--- src/ipt_pkg.sv ---
package ipt_pkg;

   // Defaults for the top-level parameters
   localparam int PATCH_SIDE_DEF      = 16;
   localparam int TEMPORAL_COPIES_DEF = 2;

   // Fixed geometry and field widths
   localparam int CHANNELS    = 3;
   localparam int MAX_PATCHES = 8192;
   localparam int GRID_W      = 14;
   localparam int GRID_MAX    = 8192;
   localparam int GRID_RESET  = 32;
   localparam int PGRID_W     = 13;
   localparam int PATCH_W     = 27;
   localparam int ADDR_W      = 24;
   localparam int VALUE_W     = 16;
   localparam int BYTE_W      = 8;
   localparam int CSR_INDEX_W = 2;
   localparam int CSR_DATA_W  = 14;
   localparam int NORM_DEPTH  = 256;

   typedef logic [BYTE_W-1:0]                    byte_type;
   typedef logic [ADDR_W-1:0]                    addr_type;
   typedef logic signed [VALUE_W-1:0]            value_type;
   typedef logic [GRID_W-1:0]                    grid_type;
   typedef logic [NORM_DEPTH-1:0][VALUE_W-1:0]   norm_table_type;

   // Register indexes on the csr port
   typedef enum logic [CSR_INDEX_W-1:0] {
      CSR_GRID_WIDTH  = 2'd0,
      CSR_GRID_HEIGHT = 2'd1
   } csr_index_type;

   // Colour channel of one output word, in emission order
   typedef enum logic [1:0] {
      CH_RED   = 2'd0,
      CH_GREEN = 2'd1,
      CH_BLUE  = 2'd2
   } chan_type;

   // Q1.14 code of each byte: floor(2*b*16384/255 + 1/2) - 16384
   function automatic norm_table_type build_norm_table();
      norm_table_type tbl;
      int             up;
      for (int i = 0; i < NORM_DEPTH; i++) begin
         up     = (i * 65536 + 255) / 510;
         tbl[i] = VALUE_W'(up - 16384);
      end
      return tbl;
   endfunction

   localparam norm_table_type NORM_TABLE = build_norm_table();

   // Grid register write: zero holds one, anything above the maximum holds the maximum
   function automatic grid_type grid_clamp(input logic [CSR_DATA_W-1:0] v);
      grid_type g;
      g = GRID_W'(v);
      if (g == '0) begin
         g = GRID_W'(1);
      end else if (g > GRID_W'(GRID_MAX)) begin
         g = GRID_W'(GRID_MAX);
      end
      return g;
   endfunction

endpackage

--- src/ipt_if.sv ---
// Pixel channel: one RGB pixel per word
interface ipt_pixel_if;
   import ipt_pkg::*;

   logic     valid;
   logic     ready;
   byte_type red;
   byte_type green;
   byte_type blue;

   modport source (output valid, red, green, blue, input ready);
   modport sink   (input valid, red, green, blue, output ready);
endinterface

// Write channel: one patch-tensor element per word
interface ipt_write_if;
   import ipt_pkg::*;

   logic      valid;
   logic      ready;
   addr_type  address;
   value_type value;
   logic      run_last;
   logic      frame_last;
   logic      range_error;

   modport source (output valid, address, value, run_last, frame_last, range_error,
                   input ready);
   modport sink   (input valid, address, value, run_last, frame_last, range_error,
                   output ready);
endinterface

--- src/image_patch_tokenizer_top.sv ---
// Pipeline: each pixel passes through stage 1, stage 2, the stage 3 sequencer and the output
// register; the sequencer then issues the remaining words of the pixel.
// Throughput: one word per cycle through the single output register while rsp_if.ready allows
// it; the two front stages overlap with the sequencer.
// Reset: synchronous, active high; clears all valid flags and the pixel counters and
// loads both grid registers with 32 patches.
module image_patch_tokenizer_top #(
   parameter int PATCH_SIDE      = ipt_pkg::PATCH_SIDE_DEF,
   parameter int TEMPORAL_COPIES = ipt_pkg::TEMPORAL_COPIES_DEF
) (
   input  logic                             clock,
   input  logic                             reset,
   ipt_pixel_if.sink                        req_if,
   ipt_write_if.source                      rsp_if,
   input  logic                             csr_write_enable,
   input  logic [ipt_pkg::CSR_INDEX_W-1:0]  csr_index,
   input  logic [ipt_pkg::CSR_DATA_W-1:0]   csr_write_data
);
   import ipt_pkg::*;

   localparam int SIDE_W    = $clog2(PATCH_SIDE);
   localparam int PLANE     = PATCH_SIDE * PATCH_SIDE;
   localparam int LOCAL_W   = $clog2(PLANE);
   localparam int CH_STRIDE = TEMPORAL_COPIES * PLANE;
   localparam int PER_PATCH = CHANNELS * CH_STRIDE;
   localparam int COPY_W    = (TEMPORAL_COPIES > 1) ? $clog2(TEMPORAL_COPIES) : 1;

   localparam logic [SIDE_W-1:0] SIDE_LAST = SIDE_W'(PATCH_SIDE - 1);
   localparam logic [COPY_W-1:0] COPY_LAST = COPY_W'(TEMPORAL_COPIES - 1);
   localparam addr_type CHAN_STEP = ADDR_W'(CH_STRIDE);
   localparam addr_type COPY_STEP = ADDR_W'(PLANE) - ADDR_W'((CHANNELS - 1) * CH_STRIDE);

   // Grid registers
   grid_type grid_width_ff, grid_width_in;
   grid_type grid_height_ff, grid_height_in;

   // Position of the next pixel: patch column/row and place inside the patch
   logic [PGRID_W-1:0] pcol_ff, pcol_in;
   logic [PGRID_W-1:0] prow_ff, prow_in;
   logic [SIDE_W-1:0]  cip_ff, cip_in;
   logic [SIDE_W-1:0]  rip_ff, rip_in;

   // Stage 1: normalised pixel and its position
   logic               p1_valid_ff, p1_valid_in;
   value_type          p1_value_ff [CHANNELS];
   value_type          p1_value_in [CHANNELS];
   logic [PGRID_W-1:0] p1_pcol_ff, p1_pcol_in;
   logic [PGRID_W-1:0] p1_prow_ff, p1_prow_in;
   logic [SIDE_W-1:0]  p1_cip_ff, p1_cip_in;
   logic [SIDE_W-1:0]  p1_rip_ff, p1_rip_in;
   logic               p1_frame_end_ff, p1_frame_end_in;

   // Stage 2: patch index and offset inside the patch
   logic               p2_valid_ff, p2_valid_in;
   value_type          p2_value_ff [CHANNELS];
   value_type          p2_value_in [CHANNELS];
   logic [PATCH_W-1:0] p2_patch_ff, p2_patch_in;
   logic [LOCAL_W-1:0] p2_local_ff, p2_local_in;
   logic               p2_frame_end_ff, p2_frame_end_in;

   // Stage 3: word sequencer over copies and channels
   logic               s3_valid_ff, s3_valid_in;
   value_type          s3_value_ff [CHANNELS];
   value_type          s3_value_in [CHANNELS];
   addr_type           s3_base_ff, s3_base_in;
   addr_type           s3_off_ff, s3_off_in;
   logic               s3_err_ff, s3_err_in;
   logic               s3_frame_end_ff, s3_frame_end_in;
   chan_type           s3_chan_ff, s3_chan_in;
   logic [COPY_W-1:0]  s3_copy_ff, s3_copy_in;

   // Output register
   logic      rsp_valid_ff, rsp_valid_in;
   addr_type  rsp_address_ff, rsp_address_in;
   value_type rsp_value_ff, rsp_value_in;
   logic      rsp_run_last_ff, rsp_run_last_in;
   logic      rsp_frame_last_ff, rsp_frame_last_in;
   logic      rsp_range_error_ff, rsp_range_error_in;

   // Flow control
   logic out_free, emit, s3_last, s3_free;
   logic p2_move, p2_free, p1_move, p1_free, req_take;
   logic [PGRID_W-1:0] gw_last, gh_last;
   logic row_end, frame_end;

   assign out_free = !rsp_valid_ff || rsp_if.ready;
   assign emit     = s3_valid_ff && out_free;
   assign s3_last  = (s3_chan_ff == CH_BLUE) && (s3_copy_ff == COPY_LAST);
   assign s3_free  = !s3_valid_ff || (emit && s3_last);
   assign p2_move  = p2_valid_ff && s3_free;
   assign p2_free  = !p2_valid_ff || s3_free;
   assign p1_move  = p1_valid_ff && p2_free;
   assign p1_free  = !p1_valid_ff || p2_free;
   assign req_take = req_if.valid && p1_free;

   assign req_if.ready = p1_free;

   // Row and frame end, also for positions past a grid shrunk mid-frame
   assign gw_last   = PGRID_W'(grid_width_ff - GRID_W'(1));
   assign gh_last   = PGRID_W'(grid_height_ff - GRID_W'(1));
   assign row_end   = (pcol_ff > gw_last) || ((pcol_ff == gw_last) && (cip_ff == SIDE_LAST));
   assign frame_end = row_end &&
                      ((prow_ff > gh_last) || ((prow_ff == gh_last) && (rip_ff == SIDE_LAST)));

   // Configuration writes
   always_comb begin
      grid_width_in  = grid_width_ff;
      grid_height_in = grid_height_ff;
      if (csr_write_enable) begin
         case (csr_index)
            CSR_GRID_WIDTH:  grid_width_in  = grid_clamp(csr_write_data);
            CSR_GRID_HEIGHT: grid_height_in = grid_clamp(csr_write_data);
            default: ;
         endcase
      end
   end

   // Pixel position counters
   always_comb begin
      pcol_in = pcol_ff;
      prow_in = prow_ff;
      cip_in  = cip_ff;
      rip_in  = rip_ff;
      if (req_take) begin
         if (frame_end) begin
            pcol_in = '0;
            prow_in = '0;
            cip_in  = '0;
            rip_in  = '0;
         end else if (row_end) begin
            pcol_in = '0;
            cip_in  = '0;
            if (rip_ff == SIDE_LAST) begin
               rip_in  = '0;
               prow_in = prow_ff + PGRID_W'(1);
            end else begin
               rip_in = rip_ff + SIDE_W'(1);
            end
         end else if (cip_ff == SIDE_LAST) begin
            cip_in  = '0;
            pcol_in = pcol_ff + PGRID_W'(1);
         end else begin
            cip_in = cip_ff + SIDE_W'(1);
         end
      end
   end

   // Stage 1: table lookup and position snapshot
   always_comb begin
      p1_valid_in     = req_take ? 1'b1 : (p2_free ? 1'b0 : p1_valid_ff);
      p1_value_in     = p1_value_ff;
      p1_pcol_in      = p1_pcol_ff;
      p1_prow_in      = p1_prow_ff;
      p1_cip_in       = p1_cip_ff;
      p1_rip_in       = p1_rip_ff;
      p1_frame_end_in = p1_frame_end_ff;
      if (req_take) begin
         p1_value_in[CH_RED]   = NORM_TABLE[req_if.red];
         p1_value_in[CH_GREEN] = NORM_TABLE[req_if.green];
         p1_value_in[CH_BLUE]  = NORM_TABLE[req_if.blue];
         p1_pcol_in            = pcol_ff;
         p1_prow_in            = prow_ff;
         p1_cip_in             = cip_ff;
         p1_rip_in             = rip_ff;
         p1_frame_end_in       = frame_end;
      end
   end

   // Stage 2: patch = patch_row * grid_width + patch_col
   always_comb begin
      p2_valid_in     = p1_move ? 1'b1 : (s3_free ? 1'b0 : p2_valid_ff);
      p2_value_in     = p2_value_ff;
      p2_patch_in     = p2_patch_ff;
      p2_local_in     = p2_local_ff;
      p2_frame_end_in = p2_frame_end_ff;
      if (p1_move) begin
         p2_value_in     = p1_value_ff;
         p2_patch_in     = PATCH_W'(p1_prow_ff) * PATCH_W'(grid_width_ff) +
                           PATCH_W'(p1_pcol_ff);
         p2_local_in     = LOCAL_W'(p1_rip_ff) * LOCAL_W'(PATCH_SIDE) + LOCAL_W'(p1_cip_ff);
         p2_frame_end_in = p1_frame_end_ff;
      end
   end

   // Stage 3: base address, then step through copies (outer) and channels (inner)
   always_comb begin
      s3_valid_in     = p2_move ? 1'b1 : (s3_free ? 1'b0 : s3_valid_ff);
      s3_value_in     = s3_value_ff;
      s3_base_in      = s3_base_ff;
      s3_off_in       = s3_off_ff;
      s3_err_in       = s3_err_ff;
      s3_frame_end_in = s3_frame_end_ff;
      s3_chan_in      = s3_chan_ff;
      s3_copy_in      = s3_copy_ff;
      if (p2_move) begin
         s3_value_in     = p2_value_ff;
         s3_base_in      = p2_patch_ff[ADDR_W-1:0] * ADDR_W'(PER_PATCH) +
                           ADDR_W'(p2_local_ff);
         s3_off_in       = '0;
         s3_err_in       = p2_patch_ff >= PATCH_W'(MAX_PATCHES);
         s3_frame_end_in = p2_frame_end_ff;
         s3_chan_in      = CH_RED;
         s3_copy_in      = '0;
      end else if (emit && !s3_last) begin
         case (s3_chan_ff)
            CH_RED: begin
               s3_chan_in = CH_GREEN;
               s3_off_in  = s3_off_ff + CHAN_STEP;
            end
            CH_GREEN: begin
               s3_chan_in = CH_BLUE;
               s3_off_in  = s3_off_ff + CHAN_STEP;
            end
            default: begin
               s3_chan_in = CH_RED;
               s3_copy_in = s3_copy_ff + COPY_W'(1);
               s3_off_in  = s3_off_ff + COPY_STEP;
            end
         endcase
      end
   end

   // Output register
   always_comb begin
      rsp_valid_in       = emit ? 1'b1 : (rsp_if.ready ? 1'b0 : rsp_valid_ff);
      rsp_address_in     = rsp_address_ff;
      rsp_value_in       = rsp_value_ff;
      rsp_run_last_in    = rsp_run_last_ff;
      rsp_frame_last_in  = rsp_frame_last_ff;
      rsp_range_error_in = rsp_range_error_ff;
      if (emit) begin
         rsp_address_in = s3_base_ff + s3_off_ff;
         case (s3_chan_ff)
            CH_RED:   rsp_value_in = s3_value_ff[CH_RED];
            CH_GREEN: rsp_value_in = s3_value_ff[CH_GREEN];
            default:  rsp_value_in = s3_value_ff[CH_BLUE];
         endcase
         rsp_run_last_in    = s3_last;
         rsp_frame_last_in  = s3_frame_end_ff;
         rsp_range_error_in = s3_err_ff;
      end
   end

   // Control registers
   always_ff @(posedge clock) begin
      if (reset) begin
         grid_width_ff  <= GRID_W'(GRID_RESET);
         grid_height_ff <= GRID_W'(GRID_RESET);
         pcol_ff        <= '0;
         prow_ff        <= '0;
         cip_ff         <= '0;
         rip_ff         <= '0;
         p1_valid_ff    <= 1'b0;
         p2_valid_ff    <= 1'b0;
         s3_valid_ff    <= 1'b0;
         rsp_valid_ff   <= 1'b0;
      end else begin
         grid_width_ff  <= grid_width_in;
         grid_height_ff <= grid_height_in;
         pcol_ff        <= pcol_in;
         prow_ff        <= prow_in;
         cip_ff         <= cip_in;
         rip_ff         <= rip_in;
         p1_valid_ff    <= p1_valid_in;
         p2_valid_ff    <= p2_valid_in;
         s3_valid_ff    <= s3_valid_in;
         rsp_valid_ff   <= rsp_valid_in;
      end
   end

   // Payload registers
   always_ff @(posedge clock) begin
      p1_value_ff        <= p1_value_in;
      p1_pcol_ff         <= p1_pcol_in;
      p1_prow_ff         <= p1_prow_in;
      p1_cip_ff          <= p1_cip_in;
      p1_rip_ff          <= p1_rip_in;
      p1_frame_end_ff    <= p1_frame_end_in;
      p2_value_ff        <= p2_value_in;
      p2_patch_ff        <= p2_patch_in;
      p2_local_ff        <= p2_local_in;
      p2_frame_end_ff    <= p2_frame_end_in;
      s3_value_ff        <= s3_value_in;
      s3_base_ff         <= s3_base_in;
      s3_off_ff          <= s3_off_in;
      s3_err_ff          <= s3_err_in;
      s3_frame_end_ff    <= s3_frame_end_in;
      s3_chan_ff         <= s3_chan_in;
      s3_copy_ff         <= s3_copy_in;
      rsp_address_ff     <= rsp_address_in;
      rsp_value_ff       <= rsp_value_in;
      rsp_run_last_ff    <= rsp_run_last_in;
      rsp_frame_last_ff  <= rsp_frame_last_in;
      rsp_range_error_ff <= rsp_range_error_in;
   end

   assign rsp_if.valid       = rsp_valid_ff;
   assign rsp_if.address     = rsp_address_ff;
   assign rsp_if.value       = rsp_value_ff;
   assign rsp_if.run_last    = rsp_run_last_ff;
   assign rsp_if.frame_last  = rsp_frame_last_ff;
   assign rsp_if.range_error = rsp_range_error_ff;

`ifndef NO_ASSERTIONS
   // Last pixel of a frame brings the position back to the origin
   a_frame_wrap: assert property (@(posedge clock) disable iff (reset)
      (req_take && frame_end) |=>
         (pcol_ff == '0 && prow_ff == '0 && cip_ff == '0 && rip_ff == '0))
      else $error("pixel position not cleared after the last pixel of a frame");

   // The final word of a pixel lands in the output register flagged as such
   a_last_word: assert property (@(posedge clock) disable iff (reset)
      (emit && s3_last) |=> (rsp_valid_ff && rsp_run_last_ff))
      else $error("last word of a pixel not marked run_last");

   // Sequencer never runs past the last copy
   a_copy_range: assert property (@(posedge clock) disable iff (reset)
      s3_valid_ff |-> (s3_copy_ff <= COPY_LAST))
      else $error("copy counter past the last temporal copy");

   // A stage 2 word blocked by the sequencer is neither lost nor changed
   a_p2_hold: assert property (@(posedge clock) disable iff (reset)
      (p2_valid_ff && !s3_free) |=> (p2_valid_ff && $stable(p2_patch_ff)))
      else $error("stage 2 word overwritten while the sequencer is busy");

   // Position inside a patch stays within the patch side
   a_in_patch: assert property (@(posedge clock) disable iff (reset)
      (cip_ff <= SIDE_LAST) && (rip_ff <= SIDE_LAST))
      else $error("position inside the patch out of range");
`endif

endmodule
--- src/flat_wrapper.sv ---
// flat-port wrapper written by rule: the top's interface ports become plain ports
module image_patch_tokenizer_top_flat import ipt_pkg::*;
#(
   parameter int PATCH_SIDE      = ipt_pkg::PATCH_SIDE_DEF,
   parameter int TEMPORAL_COPIES = ipt_pkg::TEMPORAL_COPIES_DEF
)
  (clock, reset, csr_write_enable, csr_index, csr_write_data, req_if_valid, req_if_red, req_if_green, req_if_blue, req_if_ready, rsp_if_valid, rsp_if_address, rsp_if_value, rsp_if_run_last, rsp_if_frame_last, rsp_if_range_error, rsp_if_ready);
  ipt_pixel_if req_if_i ();
  ipt_write_if rsp_if_i ();
  input  logic clock;
  input  logic reset;
  input  logic csr_write_enable;
  input  logic [ipt_pkg::CSR_INDEX_W-1:0] csr_index;
  input  logic [ipt_pkg::CSR_DATA_W-1:0] csr_write_data;
  input wire logic [$bits(req_if_i.valid)-1:0] req_if_valid;
  input wire logic [$bits(req_if_i.red)-1:0] req_if_red;
  input wire logic [$bits(req_if_i.green)-1:0] req_if_green;
  input wire logic [$bits(req_if_i.blue)-1:0] req_if_blue;
  output wire logic [$bits(req_if_i.ready)-1:0] req_if_ready;
  output wire logic [$bits(rsp_if_i.valid)-1:0] rsp_if_valid;
  output wire logic [$bits(rsp_if_i.address)-1:0] rsp_if_address;
  output wire logic [$bits(rsp_if_i.value)-1:0] rsp_if_value;
  output wire logic [$bits(rsp_if_i.run_last)-1:0] rsp_if_run_last;
  output wire logic [$bits(rsp_if_i.frame_last)-1:0] rsp_if_frame_last;
  output wire logic [$bits(rsp_if_i.range_error)-1:0] rsp_if_range_error;
  input wire logic [$bits(rsp_if_i.ready)-1:0] rsp_if_ready;
  assign req_if_i.valid = req_if_valid;
  assign req_if_i.red = req_if_red;
  assign req_if_i.green = req_if_green;
  assign req_if_i.blue = req_if_blue;
  assign req_if_ready = req_if_i.ready;
  assign rsp_if_valid = rsp_if_i.valid;
  assign rsp_if_address = rsp_if_i.address;
  assign rsp_if_value = rsp_if_i.value;
  assign rsp_if_run_last = rsp_if_i.run_last;
  assign rsp_if_frame_last = rsp_if_i.frame_last;
  assign rsp_if_range_error = rsp_if_i.range_error;
  assign rsp_if_i.ready = rsp_if_ready;
  image_patch_tokenizer_top #(.PATCH_SIDE(PATCH_SIDE), .TEMPORAL_COPIES(TEMPORAL_COPIES)) u_core (.clock(clock), .reset(reset), .req_if(req_if_i), .rsp_if(rsp_if_i), .csr_write_enable(csr_write_enable), .csr_index(csr_index), .csr_write_data(csr_write_data));
endmodule
--- config.mk ---
export PLATFORM = sky130hd
export DESIGN_NAME = image_patch_tokenizer_top_flat
export DESIGN_NICKNAME = d
export VERILOG_FILES = /design/src/ipt_pkg.sv /design/src/ipt_if.sv /design/src/image_patch_tokenizer_top.sv /design/src/flat_wrapper.sv
export SDC_FILE = /design/constraint.sdc
export NUM_CORES = 1
export LEC_CHECK = 0
export ABC_AREA = 1
export BUFFER_PORTS_ARGS = -buffer_cell sky130_fd_sc_hd__buf_2
export CORE_MARGIN = 5
export CORE_UTILIZATION = 25
export DETAILED_ROUTE_END_ITERATION = 7
export GPL_ROUTABILITY_DRIVEN = 1
export PLACE_DENSITY = 0.42
export SLEW_MARGIN = 10
export SYNTH_ARGS = -nofsm -noshare
export SYNTH_HDL_FRONTEND = slang
export SYNTH_SLANG_ARGS = --single-unit
--- constraint.sdc ---
create_clock -name clock -period 5.1 [get_ports clock]
set_input_delay 0 -clock clock [delete_from_list [all_inputs] [get_ports clock]]
set_output_delay 0 -clock clock [all_outputs]
set_load 0.005 [all_outputs]
# --- Word level (Yosys, flattened, before mapping) ---
# Memory sizes are Yosys's and may differ from the RTL's. A register that Yosys moved wholly into a read port is not among the register bits.
# Cells that the tools add are included.
op_classes:
  addsub: 13
  n_mul: 2
  n_div: 0
  magnitude_cmp: 4
  eq_ne: 7
  shifts: 0
  muxes: 24
  bitwise: 1
  reduce_logical: 38
ops:
  columns: ["operator", "count"]
  rows:
  - ["2-to-1 mux 13 bit", 6]
  - ["case mux 16 bit (2 select lines)", 1]
  - ["2-to-1 mux 14 bit", 2]
  - ["adder 27 x 13 -> 27 bit", 1]
  - [">= comparator 27 x 14 -> 1 bit, second input constant", 1]
  - ["multiplier 13 x 14 -> 27 bit", 1]
  - ["adder 13 x 1 -> 13 bit, second input constant", 2]
  - ["== test 13 bit", 2]
  - ["greater-than comparator 13 bit", 2]
  - ["subtractor 13 x 1 -> 13 bit, second input constant", 2]
  - ["adder 24 x 10 -> 24 bit, second input constant", 1]
  - ["adder 24 bit", 1]
  - ["adder 24 bit, second input constant", 1]
  - ["adder 24 x 8 -> 24 bit", 1]
  - ["multiplier 24 x 2 -> 15 bit, second input constant", 1]
  - ["2-to-1 mux 24 bit", 1]
  - ["2-to-1 mux 4 bit", 6]
  - ["greater-than comparator 14 bit, second input constant", 1]
  - ["zero test 14 bit", 1]
  - ["nonzero test 2 bit", 6]
  - ["logical AND 1 bit", 10]
  - ["AND reduction 2 bit", 5]
  - ["adder 4 x 1 -> 4 bit, second input constant", 2]
  - ["adder 8 x 4 -> 8 bit", 1]
  - ["13 further kinds", 31]
word_totals:
  register_bits: 328
  latch_bits: 0
  ramBits: 0
  mem_bits_ro: 12288
  in_bits: 45
  word_cells: 127
  memories: 3
memory_table:
  columns: ["name", "words", "word_bits", "read_ports", "rd_clocked_by_memory_dff", "write_ports", "line_no", "rtl"]
  rows:
  - ["(no name shown)", 256, 16, 1, 1, 0, "image_patch_tokenizer_top.sv:158", "p1_value_in[CH_RED] = NORM_TABLE[req_if.red];"]
  - ["(no name shown)", 256, 16, 1, 1, 0, "image_patch_tokenizer_top.sv:159", "p1_value_in[CH_GREEN] = NORM_TABLE[req_if.green];"]
  - ["(no name shown)", 256, 16, 1, 1, 0, "image_patch_tokenizer_top.sv:160", "p1_value_in[CH_BLUE] = NORM_TABLE[req_if.blue];"]

# --- Depth between registers and ports, before layout ---
# Gate-level depths: netlist of the first run.
depth:
  depth_word: 9
  ltp_mapped: 25
  ltp_nobuf: 23

# --- Worst setup path after synthesis of the first run ---
# Ideal clock, no wire load.
synth_timing:
  path_type: "flip-flop to flip-flop"
  start: "register u_core.grid_width_ff[5]"
  end: "register u_core.p2_patch_ff[26] (data pin)"
  arrival_time_ps: 5244
  required_ps: 4838
  path_slack_ps: -406
  path_stages_with_launch: 21
  synth_period_minus_slack_ps: 5506
  path_cell_list: "dfxtp_1 -> clkbuf_1 -> buf_1 -> nand2_1 -> fa_1 -> fa_1 -> fa_1 -> inv_1 -> fa_1 -> fa_1 -> inv_1 -> fa_1 -> inv_1 -> ha_1 -> a21o_1 -> a21oi_1 -> nor2_1 -> nor2_1 -> nand3_1 -> a21oi_1 -> xor2_1"
synth_between:
  elab_chain_cells: 2
synth_rtl:
  columns: ["item", "line_no", "rtl"]
  rows:
  - ["start: declaration", "image_patch_tokenizer_top.sv:34", "grid_type grid_width_ff, grid_width_in;"]
  - ["start signal: assignment", "image_patch_tokenizer_top.sv:247", "grid_width_ff <= GRID_W'(GRID_RESET);"]
  - ["start signal: assignment", "image_patch_tokenizer_top.sv:258", "grid_width_ff <= grid_width_in;"]
  - ["multiplier 13 x 14 -> 27 bit", "image_patch_tokenizer_top.sv:178", "p2_patch_in = PATCH_W'(p1_prow_ff) * PATCH_W'(grid_width_ff) +"]
  - ["adder 27 x 13 -> 27 bit", "image_patch_tokenizer_top.sv:178", null]
  - ["end signal: assignment", "image_patch_tokenizer_top.sv:280", "p2_patch_ff <= p2_patch_in;"]
  - ["end: declaration", "image_patch_tokenizer_top.sv:57", "logic [PATCH_W-1:0] p2_patch_ff, p2_patch_in;"]
# No other way between the ends.
# A chain may end at the register's enable or synchronous reset.

# --- Final worst setup path of the first run ---
layout_timing:
  start: "register u_core.p1_prow_ff[3]"
  end: "register u_core.p2_patch_ff[26] (data pin)"
layout_between:
  elab_chain_cells: 2
layout_rtl:
  columns: ["item", "line_no", "rtl"]
  rows:
  - ["start: declaration", "image_patch_tokenizer_top.sv:48", "logic [PGRID_W-1:0] p1_prow_ff, p1_prow_in;"]
  - ["start signal: assignment", "image_patch_tokenizer_top.sv:275", "p1_prow_ff <= p1_prow_in;"]
  - ["multiplier 13 x 14 -> 27 bit", "image_patch_tokenizer_top.sv:178", null]
  - ["adder 27 x 13 -> 27 bit", "image_patch_tokenizer_top.sv:178", null]
# No other way between the ends.

==> flow_summary_export.csv, run 1 <==
group,metric,value,unit
outcome,outcome,"complete, but fails checks",
outcome,violations,"negative setup slack",
clock_network,clkSlewWorstSetupHoldPaths,0.06,ns
yosys,syn_inst,2371,
timing,setup_tns,-0.794,ns
worst_setup_path,crit_arrival,5.57,ns
power,p_int,6.46,mW
die,core,91400,um^2
die,ios,90,
place,place_hpwl,43.2,mm
clock_network,cts_tree,"yes",
yosys,syn_area_per_cell,9.67,um^2
timing,fmax,191,MHz
yosys,syn_nets,2733,
clock_network,cts_buffers,42,
routing,drc,0,
grt,grt_usage,0.115,
grt,grt_pass1_wl,91.9,mm
power,p_per_area,331,nW/um^2
die,std_cell_rows,111,
clock_network,clk_latency,0.59,ns
worst_setup_path,end_kind,"register",
yosys,ys_warn_count,0,
clock_network,cts_sinks,367,
timing,slew_viol_final,0,
timing,tightest_slew,0.741,ns
yosys,synthTopCellsByCount,"nand2_1, inv_1, edfxtp_1, ha_1, nor2_1",
routing,drt-initial-drc-count,869,
grt,grt_pass1_vias,17100,
timing,maxSlewHeadroom,0.506,
yosys,synth_cell_type_count,55,
worst_setup_path,worst_setup_path_start_kind,"register",
yosys,dominantRegCellSynth,"edfxtp_1",
timing,grt_setup_unrepaired,"true",
power,clkPwrFrac,0.325,
timing,fin_skew,0.0345,ns
clock_network,cts_buffer_depth,3,
clock_network,htreeDepth,2,
yosys,yosysMostFrequentCell,"nand2_1",
power,swShare,0.312,
die,start_util,0.251,
grt,grt_max_degree,73,
routing,wl_per_cell,14.7,um
layout,nets,3014,
die,dieArea,97800,um^2
worst_setup_path,required,5.43,ns
routing,routed-via-count,16500,
worst_setup_path,crit_start,"u_core.p1_prow_ff[3]$_DFFE_PP_",
timing,finalHoldViolCount,0,
place,dp_slack,-0.361,ns
die,fp.dieH,313,um
layout,drive_gt1_frac,0.166,
yosys,netlist.top_cell.by_area,"edfxtp_1",
power,p_leak,12.9,nW
worst_setup_path,rr_startpoint,"u_core.p1_prow_ff[3]$_DFFE_PP_",
power,seq_power_share,0.393,
power,p_sw,2.93,mW
hold_path,hp-start,"csr_write_data[6]",
layout,utilization,0.311,
yosys,synthTopCellsByArea,"edfxtp_1, fa_1, ha_1",
yosys,seq_area_frac_synth,0.444,
clock_network,root_buffer,"clkbuf_16",
yosys,syn_area,22900,um^2
layout,antenna_cells,0,
worst_setup_path,worstSetupPathType,"reg2reg",
place,place_congestion,0.856,
timing,period_share,1.03,
power,comb_power_share,0.282,
yosys,async_reset_ff_frac,0,
routing,ant_nets,0,
yosys,ys_seq_elements,367,
hold_path,min_path_type,"in2reg",
place,io_buffer_count,89,
timing,setup_viol,12,
worst_setup_path,worstPathMaxFanout,5,
yosys,synth_top_area_share,0.371,
grt,antenna_found_initial,0,
routing,first_pass_iters,7,
grt,grt-ovfl-total,0,
yosys,synth_edf_count,283,
flow_run,cap_violations,0,
power,peakVddDrop,0.230,mV
timing,period_minus_slack,5.24,ns
layout,area_growth,23.9,%
timing,setup_ws,-0.141,ns
routing,wl,56.7,mm
routing,viasPerCell,4.26,
die,die_w,313,um
## placed cells by master, fill, tap and decap left out, types with 6 or more instances in the layout
cell type	count
ha_1	158
nand2_4	10
a21oi_1	122
nor3_1	22
buf_4	135
clkbuf_1	11
a21o_1	6
dfxtp_1	75
nand2_1	468
nor3_2	8
a21oi_2	10
a22oi_1	6
a31oi_1	10
edfxtp_1	283
o21ai_0	68
dfxtp_2	7
a21oi_4	6
dlygate4sd3_1	63
nor2_2	6
nor2_1	137
fa_1	141
nand2_2	16
inv_1	396
xor2_1	64
xnor2_1	27
inv_2	35
buf_6	8
nand3_1	104
clkbuf_16	43
nand4_1	27
clkinv_1	8
buf_2	89
ha_4	15
## routing by layer
layer / track usage / part of all wire / up-vias
met3: 0.0166 / 0.036 / 65
met1: 0.152 / 0.46 / 7926
met2: 0.200 / 0.48 / 284
met5: 0 / 0 / -
li1: - / - / 8224
met4: 0.0259 / 0.018 / 0
## final cells by class
class / count / area (um^2)
clock buffer: 59 / 1190
clock inverter: 17 / 221
fill: 9435 / 63000
inverter: 436 / 1650
multi-input combinational: 1507 / 11400
sequential: 367 / 10200
tap: 1186 / 1480
timing repair buffer: 298 / 2240
## kinds of logic (layout without fill, tap and decap cells)
kind of cell    after synthesis  in the layout  share of synthesized area
simple gates                831            831                      0.153
buf+inv                     497            810                     0.0827
flops                       367            367                      0.444
fa+ha+maj                   317            317                      0.220
compound gates              266            266                     0.0644
xor+xnor                     93             93                     0.0355
## timing repair
item                                    in CTS  in global routing
pin swaps                                   15                 51
setup buffers                                8                  9
hold endpoints to repair                    91                  0
gates resized for setup                     36                106
endpoints found under the setup margin      19                 20
hold buffers                                63                  0
## critical path, cell delays in order, from the launching register on
cell and delay, ns:
edfxtp_1 0.42, buf_6 0.16, nand2_2 0.06, inv_2 0.04
fa_1 0.55, inv_2 0.05, fa_1 0.55, inv_2 0.04
fa_1 0.50, fa_2 0.44, fa_1 0.48, inv_1 0.05
fa_1 0.49, inv_2 0.04, ha_4 0.23, a21o_1 0.23
a21oi_2 0.15, nor2_1 0.06, nor2_2 0.13, nand3_4 0.11
a21oi_2 0.14, xor2_1 0.07
## flip-flops by register name (all words and copies together), names as in the netlist, 14 cells and up
name	flops
u_core.p2_value_ff	48
u_core.s3_off_ff	16
u_core.rsp_if.value	16
u_core.rsp_if.address	24
u_core.s3_value_ff	48
u_core.grid_width_ff	14
u_core.p1_value_ff	48
u_core.s3_base_ff	23
u_core.p2_patch_ff	27
## metrics by stage
| step | total power, mW | area, um^2 | hold slack, ns | std cells |
|---|---|---|---|---|
| finish | 9.39 | 28400 | 0.292 | 3870 |
| global route | 10.0 | 28400 | 0.292 | 3870 |
| CTS | 9.32 | 27900 | 0.239 | 3861 |
| detailed placement | 6.09 | 25700 | 0.269 | 3714 |
| global placement | 6.08 | 25700 | 0.263 | 3714 |
| floorplan | 5.24 | 23100 | 0.131 | 2371 |
## power groups by stage
stage / Combinational [mW] / Sequential (mW) / Clock [mW]
2_1_floorplan: 1.54 / 3.70 / 0
3_3_place_gp: 2.33 / 3.75 / 0
3_5_place_dp: 2.33 / 3.76 / 0
4_1_cts: 2.46 / 3.69 / 3.17
5_1_grt: 2.99 / 3.71 / 3.29
6_report: 2.65 / 3.69 / 3.05
## path summary, 6_finish.rpt
path,to,slack [ns],depth (start not counted)
min,u_core.grid_width_ff[6]$_SDFFE_PP0P_,0.29,4
max,u_core.p2_patch_ff[26]$_DFFE_PP_,-0.14,21
min reg2reg,u_core.p2_value_ff[7]$_DFFE_PP_,0.39,0
max reg2reg,u_core.p2_patch_ff[26]$_DFFE_PP_,-0.14,21
(Power assumes the default switching activity.)
==> inputs of run 2 (changes only) <==
Settings changed: REMOVE_ABC_BUFFERS from default to 1.
==> run 2 against run 1 <==
Net effect:
- the flow still finishes with violations (negative setup slack)
- die area stayed put
- flip-flop and latch count stayed put
- combinational power is 2% lower
- non-clock buffer count is 9 lower
- design area is 1.2% lower
- final cell count is 0.34% lower
- register-to-register slack hardly changed
- clock skew is 0.0070 ns lower
- utilization is 0.38 points lower
- routed wire length is 3.7% lower
- sequential share of layout area is 0.40 points higher
- hold slack better by 0.021 ns
- highest routed layer unchanged
==> flow_summary_export.csv, run 2 (same netlist as run 1, synthesis figures left out) <==
group,metric,value,unit
routing,wl,54.6,mm
worst_setup_path,r2r_cells,20,
die,fp.dieH,313,um
worst_setup_path,crit_start,"u_core.p1_prow_ff[3]$_DFFE_PP_",
timing,fmax,191,MHz
clock_network,clkSlewWorstSetupHoldPaths,0.06,ns
flow_run,cap_violations,0,
outcome,outcome,"complete, but fails checks",
die,dieArea,97800,um^2
routing,drc,0,
timing,maxSlewHeadroom,0.268,
grt,antenna_found_initial,0,
grt,grt-ovfl-total,0,
clock_network,cts_buffers,41,
grt,grt_max_degree,66,
clock_network,root_buffer,"clkbuf_16",
worst_setup_path,required,5.42,ns
die,core,91400,um^2
die,die_w,313,um
power,fin_total_pwr,9.08,mW
routing,ant_nets,0,
timing,period_share,1.02,
place,dp.cells,3708,
worst_setup_path,rr_startpoint,"u_core.p1_prow_ff[3]$_DFFE_PP_",
timing,finalHoldViolCount,0,
clock_network,cts_buffer_depth,3,
grt,grt_usage,0.111,
routing,viasPerCell,4.24,
worst_setup_path,crit_arrival,5.55,ns
clock_network,cts_tree,"yes",
layout,nets,3004,
layout,final_common_cell,"nand2_1",
timing,grt_setup_unrepaired,"true",
worst_setup_path,r2r_setup_slack,-0.13,ns
worst_setup_path,worst_setup_path_start_kind,"register",
power,p_leak,12.8,nW
power,peakVddDrop,0.241,mV
worst_setup_path,cpPeakStageDelay,0.56,ns
timing,slew_viol_final,0,
worst_setup_path,critPathBufInv,5,
place,placed_cell_area,25600,um^2
layout,area_growth,22.4,%
worst_setup_path,end_kind,"register",
layout,drive_gt1_frac,0.153,
worst_setup_path,critPathTopFamily,"adder cells",
timing,setup_ws,-0.127,ns
place,place_hpwl,41.8,mm
die,ios,90,
worst_setup_path,worstSetupPathType,"reg2reg",
routing,routed-via-count,16400,
worst_setup_path,worstSetupEndpoint,"u_core.p2_patch_ff[26]$_DFFE_PP_",
routing,first_pass_iters,5,
worst_setup_path,worst-path-stages,20,
timing,period_minus_slack,5.23,ns
hold_path,min_path_type,"in2reg",
layout,fin_area,28100,um^2
layout,nFillCells,9424,
layout,final-instance-count-excl-fill,3857,
clock_network,clk_latency,0.57,ns
grt,grt_pass1_vias,16800,
clock_network,htreeDepth,2,
place,io_buffer_count,89,
worst_setup_path,worstPathMaxFanout,7,
worst_setup_path,cp_slowest_cell,"fa_1",
worst_setup_path,path_common_cell,"fa_1",
layout,largestRegisters,"u_core.p1_value_ff (48), u_core.p2_value_ff (48), u_core.s3_value_ff (48)",
layout,antenna_cells,0,
grt,grt_pass1_wl,89.6,mm
routing,wl_per_cell,14.2,um
clock_network,cts_sinks,367,
worst_setup_path,r2r-end,"u_core.p2_patch_ff[26]$_DFFE_PP_",
outcome,violations,"negative setup slack",
power,p_per_area,324,nW/um^2
routing,drt-initial-drc-count,887,
place,place_congestion,0.837,
die,start_util,0.251,
timing,tightest_slew,1.10,ns
timing,setup_viol,12,
worst_setup_path,crit_chain,"nand2_1 -> inv_1 -> fa_1 -> inv_1 -> fa_1 -> inv_1 -> fa_1 -> fa_2 -> fa_1 -> fa_1 -> ha_4 -> nand2_1 -> inv_2 -> nand2_2 -> nor2_4 -> buf_4 -> nand2_2 -> nand3_4 -> a21oi_2 -> xor2_1",
timing,fin_skew,0.0275,ns
die,std_cell_rows,111,
layout,layout_common_cells,"nand2_1, inv_1, edfxtp_1",
[run 2: cell types whose count changed in the layout (fill, tap and decap cells not counted), sizes merged]
cell / change
dlygate4sd3: -1
clkbuf: -3
clkinv: +2
clkinvlp: -1
buf: -8
inv: -1
bufinv: -1
[run 2: power breakdown]
part | switching [mW] | leakage (nW) | internal [mW]
registers | 0.141 | 3.36 | 3.54
clock network | 1.20 | 0.612 | 1.60
logic | 1.50 | 8.80 | 1.09
[run 2: what timing repair did]
| item | in CTS | in global routing |
|---|---|---|
| pin swaps | 48 | 38 |
| gates resized for setup | 83 | 41 |
| hold buffers | 62 | 0 |
| endpoints found under the hold margin | 90 | 0 |
| gates cloned | 0 | 0 |
| buffers inserted | 14 | 2 |
| setup endpoints to repair | 19 | 19 |
[run 2: metrics by stage]
| step | hold slack [ns] | setup slack (ns) | util | TNS, ns |
|---|---|---|---|---|
| 2_1_floorplan | 0.0691 | -0.200 | - | -1.41 |
| 3_3_place_gp | 0.268 | -0.459 | 0.280 | -5.84 |
| 3_5_place_dp | 0.267 | -0.465 | 0.280 | -6.45 |
| 4_1_cts | 0.272 | -0.133 | 0.305 | -1.00 |
| 5_1_grt | 0.295 | -0.344 | 0.307 | -4.68 |
| 6_report | 0.313 | -0.127 | 0.307 | -0.747 |
[run 2: worst min path at each step]
stage | start | end | depth (start not counted)
CTS | csr_write_data[2] | u_core.grid_width_ff[2]$_SDFFE_PP0P_ | 4
detailed placement | csr_write_data[5] | u_core.grid_height_ff[5]$_SDFFE_PP1P_ | 3
global route | req_if_green[7] | u_core.p1_value_ff[30]$_SDFFCE_PN1P_ | 3
finish | req_if_green[4] | u_core.p1_value_ff[19]$_DFFE_PP_ | 4
floorplan | reset | u_core.p1_valid_ff$_SDFFE_PP0P_ | 1
global placement | csr_write_data[5] | u_core.grid_height_ff[5]$_SDFFE_PP1P_ | 3
[run 2: per-layer routing]
metal  global-route usage  wire, um  part of all wire
met5                    0         0                 0
met4               0.0258      1080             0.020
met3               0.0161      1950             0.036
met2                0.191     25600              0.47
met1                0.150     26000              0.48
[run 2: layout make-up]
class / instances / area [um^2] / area share
multi-input combinational: 1507 / 11300 / 0.403
sequential: 367 / 10200 / 0.363
timing repair buffer: 289 / 2160 / 0.0772
inverter: 436 / 1640 / 0.0586
tap: 1186 / 1480 / 0.0529
clock buffer: 56 / 1080 / 0.0386
clock inverter: 16 / 184 / 0.00656
[run 2: tightest hold or removal path, stage by stage]
cell	delay, ns
dlygate4sd3_1	0.52
buf_2	0.13
o21bai_1	0.08
inv_1	0.05
==> inputs of run 3 (changes only) <==
--- a/config.mk
+++ b/config.mk
@@ -14,4 +14,5 @@
 export PLACE_DENSITY = 0.42
 export REMOVE_ABC_BUFFERS = 1
+export SETUP_SLACK_MARGIN = 0.3
 export SLEW_MARGIN = 10
 export SYNTH_ARGS = -nofsm -noshare
==> constraint.sdc (replaced) <==
create_clock -name clock -period 5.1 [get_ports clock]
set_input_delay 0.51 -clock clock [delete_from_list [all_inputs] [get_ports clock]]
set_output_delay 0.51 -clock clock [all_outputs]
set_load 0.005 [all_outputs]
==> run 3 against run 2 <==
Net effect:
- the run still ends with negative setup slack left
- routed wire length fell by 0.32%
- final cell count fell by 1.4%
- sequential share of layout area rose by 0.60 points
- register-to-register slack barely moved
- clock-buffer cell count did not move
- via count fell by 1.2%
- highest routed layer unchanged
==> flow_summary_export.csv, run 3 (same netlist as run 1, synthesis figures left out) <==
group,metric,value,unit
timing,maxSlewHeadroom,0.256,
die,dieArea,97800,um^2
die,start_util,0.251,
timing,whs,0.212,ns
worst_setup_path,cpPeakStageDelay,0.51,ns
layout,final_common_cell,"nand2_1",
grt,grt-ovfl-total,0,
routing,wl_per_cell,14.3,um
clock_network,cts_buffer_depth,3,
power,p_per_area,329,nW/um^2
layout,ff_latch_area,10200,um^2
place,io_buffer_count,89,
grt,grt_max_degree,66,
die,ios,90,
hold_path,whs_path_depth,3,
power,swShare,0.314,
worst_setup_path,end_kind,"register",
grt,antenna_found_initial,0,
flow_run,cap_violations,0,
worst_setup_path,worstSetupPathType,"reg2reg",
timing,tightest_slew,1.12,ns
layout,nets,2950,
clock_network,clk_latency,0.57,ns
timing,fmax,191,MHz
clock_network,clkSlewWorstSetupHoldPaths,0.06,ns
layout,antenna_cells,0,
timing,period_share,1.03,
place,dp_slack,-0.465,ns
routing,drc,0,
clock_network,htreeDepth,2,
die,core,91400,um^2
layout,area_growth,20.4,%
power,fin_total_pwr,9.09,mW
power,clkPwrFrac,0.309,
layout,largestRegisters,"u_core.p1_value_ff (48), u_core.p2_value_ff (48), u_core.s3_value_ff (48)",
worst_setup_path,cp_slowest_cell,"fa_1",
routing,wl,54.4,mm
clock_network,cts_buffers,41,
timing,setup_ws,-0.137,ns
power,p_sw,2.85,mW
worst_setup_path,r2r_cells,23,
routing,first_pass_iters,5,
layout,nFillCells,9466,
timing,period_minus_slack,5.24,ns
worst_setup_path,path_common_cell,"fa_1",
routing,ant_nets,0,
die,die_w,313,um
worst_setup_path,required,5.42,ns
timing,slew_viol_final,0,
grt,grt_pass1_wl,88.7,mm
die,fp.dieH,313,um
timing,finalHoldViolCount,0,
place,place_hpwl,41.8,mm
worst_setup_path,worst_setup_path_start_kind,"register",
hold_path,min_path_type,"in2reg",
clock_network,cts_tree,"yes",
timing,setup_viol,17,
outcome,outcome,"complete, but fails checks",
routing,viasPerCell,4.25,
power,seq_power_share,0.405,
layout,multiInputGateArea,11400,um^2
grt,grt_usage,0.110,
timing,fin_skew,0.0252,ns
grt,grt_pass1_vias,16500,
power,comb_power_share,0.286,
timing,grt_setup_unrepaired,"true",
clock_network,cts_sinks,367,
power,p_int,6.24,mW
power,p_leak,12.5,nW
worst_setup_path,crit_arrival,5.56,ns
clock_network,holdBufCountCts,0,
clock_network,root_buffer,"clkbuf_16",
die,std_cell_rows,111,
routing,routed-via-count,16200,
power,peakVddDrop,0.241,mV
worst_setup_path,crit_chain,"buf_4 -> nand2_1 -> inv_1 -> fa_1 -> inv_1 -> fa_1 -> inv_1 -> fa_1 -> fa_1 -> fa_1 -> inv_1 -> fa_1 -> inv_2 -> ha_4 -> nand2_2 -> inv_4 -> nand2_2 -> nor2_4 -> buf_4 -> nand2_2 -> nand3_4 -> a21oi_2 -> xor2_1",
layout,layout_common_cells,"nand2_1, inv_1, edfxtp_1",
outcome,violations,"negative setup slack",
routing,drt-initial-drc-count,827,
layout,drive_gt1_frac,0.164,
place,place_congestion,0.837,
worst_setup_path,worstPathMaxFanout,5,
==> run 3: cell types whose count changed in the layout (fill, tap and decap cells not counted), moves of 2 or more <==
cell / before / now
ha_1: 162 / 157
buf_6: 10 / 13
a21oi_1: 123 / 121
dlygate4sd3_1: 62 / 0
nor2_1: 135 / 137
nand2_2: 12 / 16
nand3_2: 2 / 5
ha_4: 11 / 16
nand2_1: 477 / 473
buf_4: 126 / 131
nand3_1: 105 / 103
nor2_2: 10 / 7
==> run 3: timing repair <==
action                                 in CTS  in global routing
endpoints found under the hold margin       0                  0
gates resized for setup                   100                 41
setup endpoints to repair                  21                 21
buffers inserted                           17                  6
pin swaps                                  54                 33
gates cloned                                0                  0
==> run 3: critical path: cells and delay by family, from the launching register on <==
family / cells / cell delay [ns]
adders and majority gates: 7 / 3.19
buffers and inverters: 8 / 0.65
DFF: 1 / 0.47
AOI/OAI and AO/OA: 1 / 0.07
and+or+nand+nor: 6 / 0.51
xor gates and xnor gates: 1 / 0.14
==> run 3: layer usage <==
layer,track usage,routed length [um],vias up
met4,0.0258,1090,0
li1,-,-,8100
met2,0.188,25500,253
met5,0,0,-
met3,0.0165,1890,69
met1,0.149,25900,7731
==> run 3: metrics by stage <==
| step | cells | setup TNS (ns) | util | cell area [um^2] |
|---|---|---|---|---|
| after detailed placement | 3708 | -6.45 | 0.280 | 25600 |
| after global placement | 3708 | -5.84 | 0.280 | 25600 |
| after floorplan | 2310 | -1.41 | - | 22700 |
| final | 3803 | -1.12 | 0.302 | 27600 |
| after global routing | 3803 | -5.08 | 0.302 | 27600 |
| after CTS | 3797 | -0.855 | 0.300 | 27400 |
==> run 3: layout make-up <==
type                       count  area share
inverter                     436      0.0597
timing repair buffer         235      0.0585
tap                         1186      0.0538
clock buffer                  56      0.0392
sequential                   367       0.369
clock inverter                16     0.00667
multi-input combinational   1507       0.413
==> run 3: path summary, 6_finish.rpt <==
check	from	endpoint	slack, ns
setup / recovery	u_core.p1_prow_ff[1]$_DFFE_PP_	u_core.p2_patch_ff[26]$_DFFE_PP_	-0.14
hold / removal	csr_write_data[5]	u_core.grid_height_ff[5]$_SDFFE_PP1P_	0.21
hold reg to reg	u_core.p2_value_ff[23]$_DFFE_PP_	u_core.s3_value_ff[23]$_DFFE_PP_	0.40
setup reg to reg	u_core.p1_prow_ff[1]$_DFFE_PP_	u_core.p2_patch_ff[26]$_DFFE_PP_	-0.14
==> run 3: power groups by stage <==
stage | registers, mW | clock network, mW | logic (mW)
after floorplan | 3.75 | 0 | 1.41
after global routing | 3.71 | 3.06 | 2.95
after CTS | 3.68 | 2.93 | 2.56
after global placement | 3.75 | 0 | 2.28
final | 3.68 | 2.81 | 2.60
after detailed placement | 3.75 | 0 | 2.29
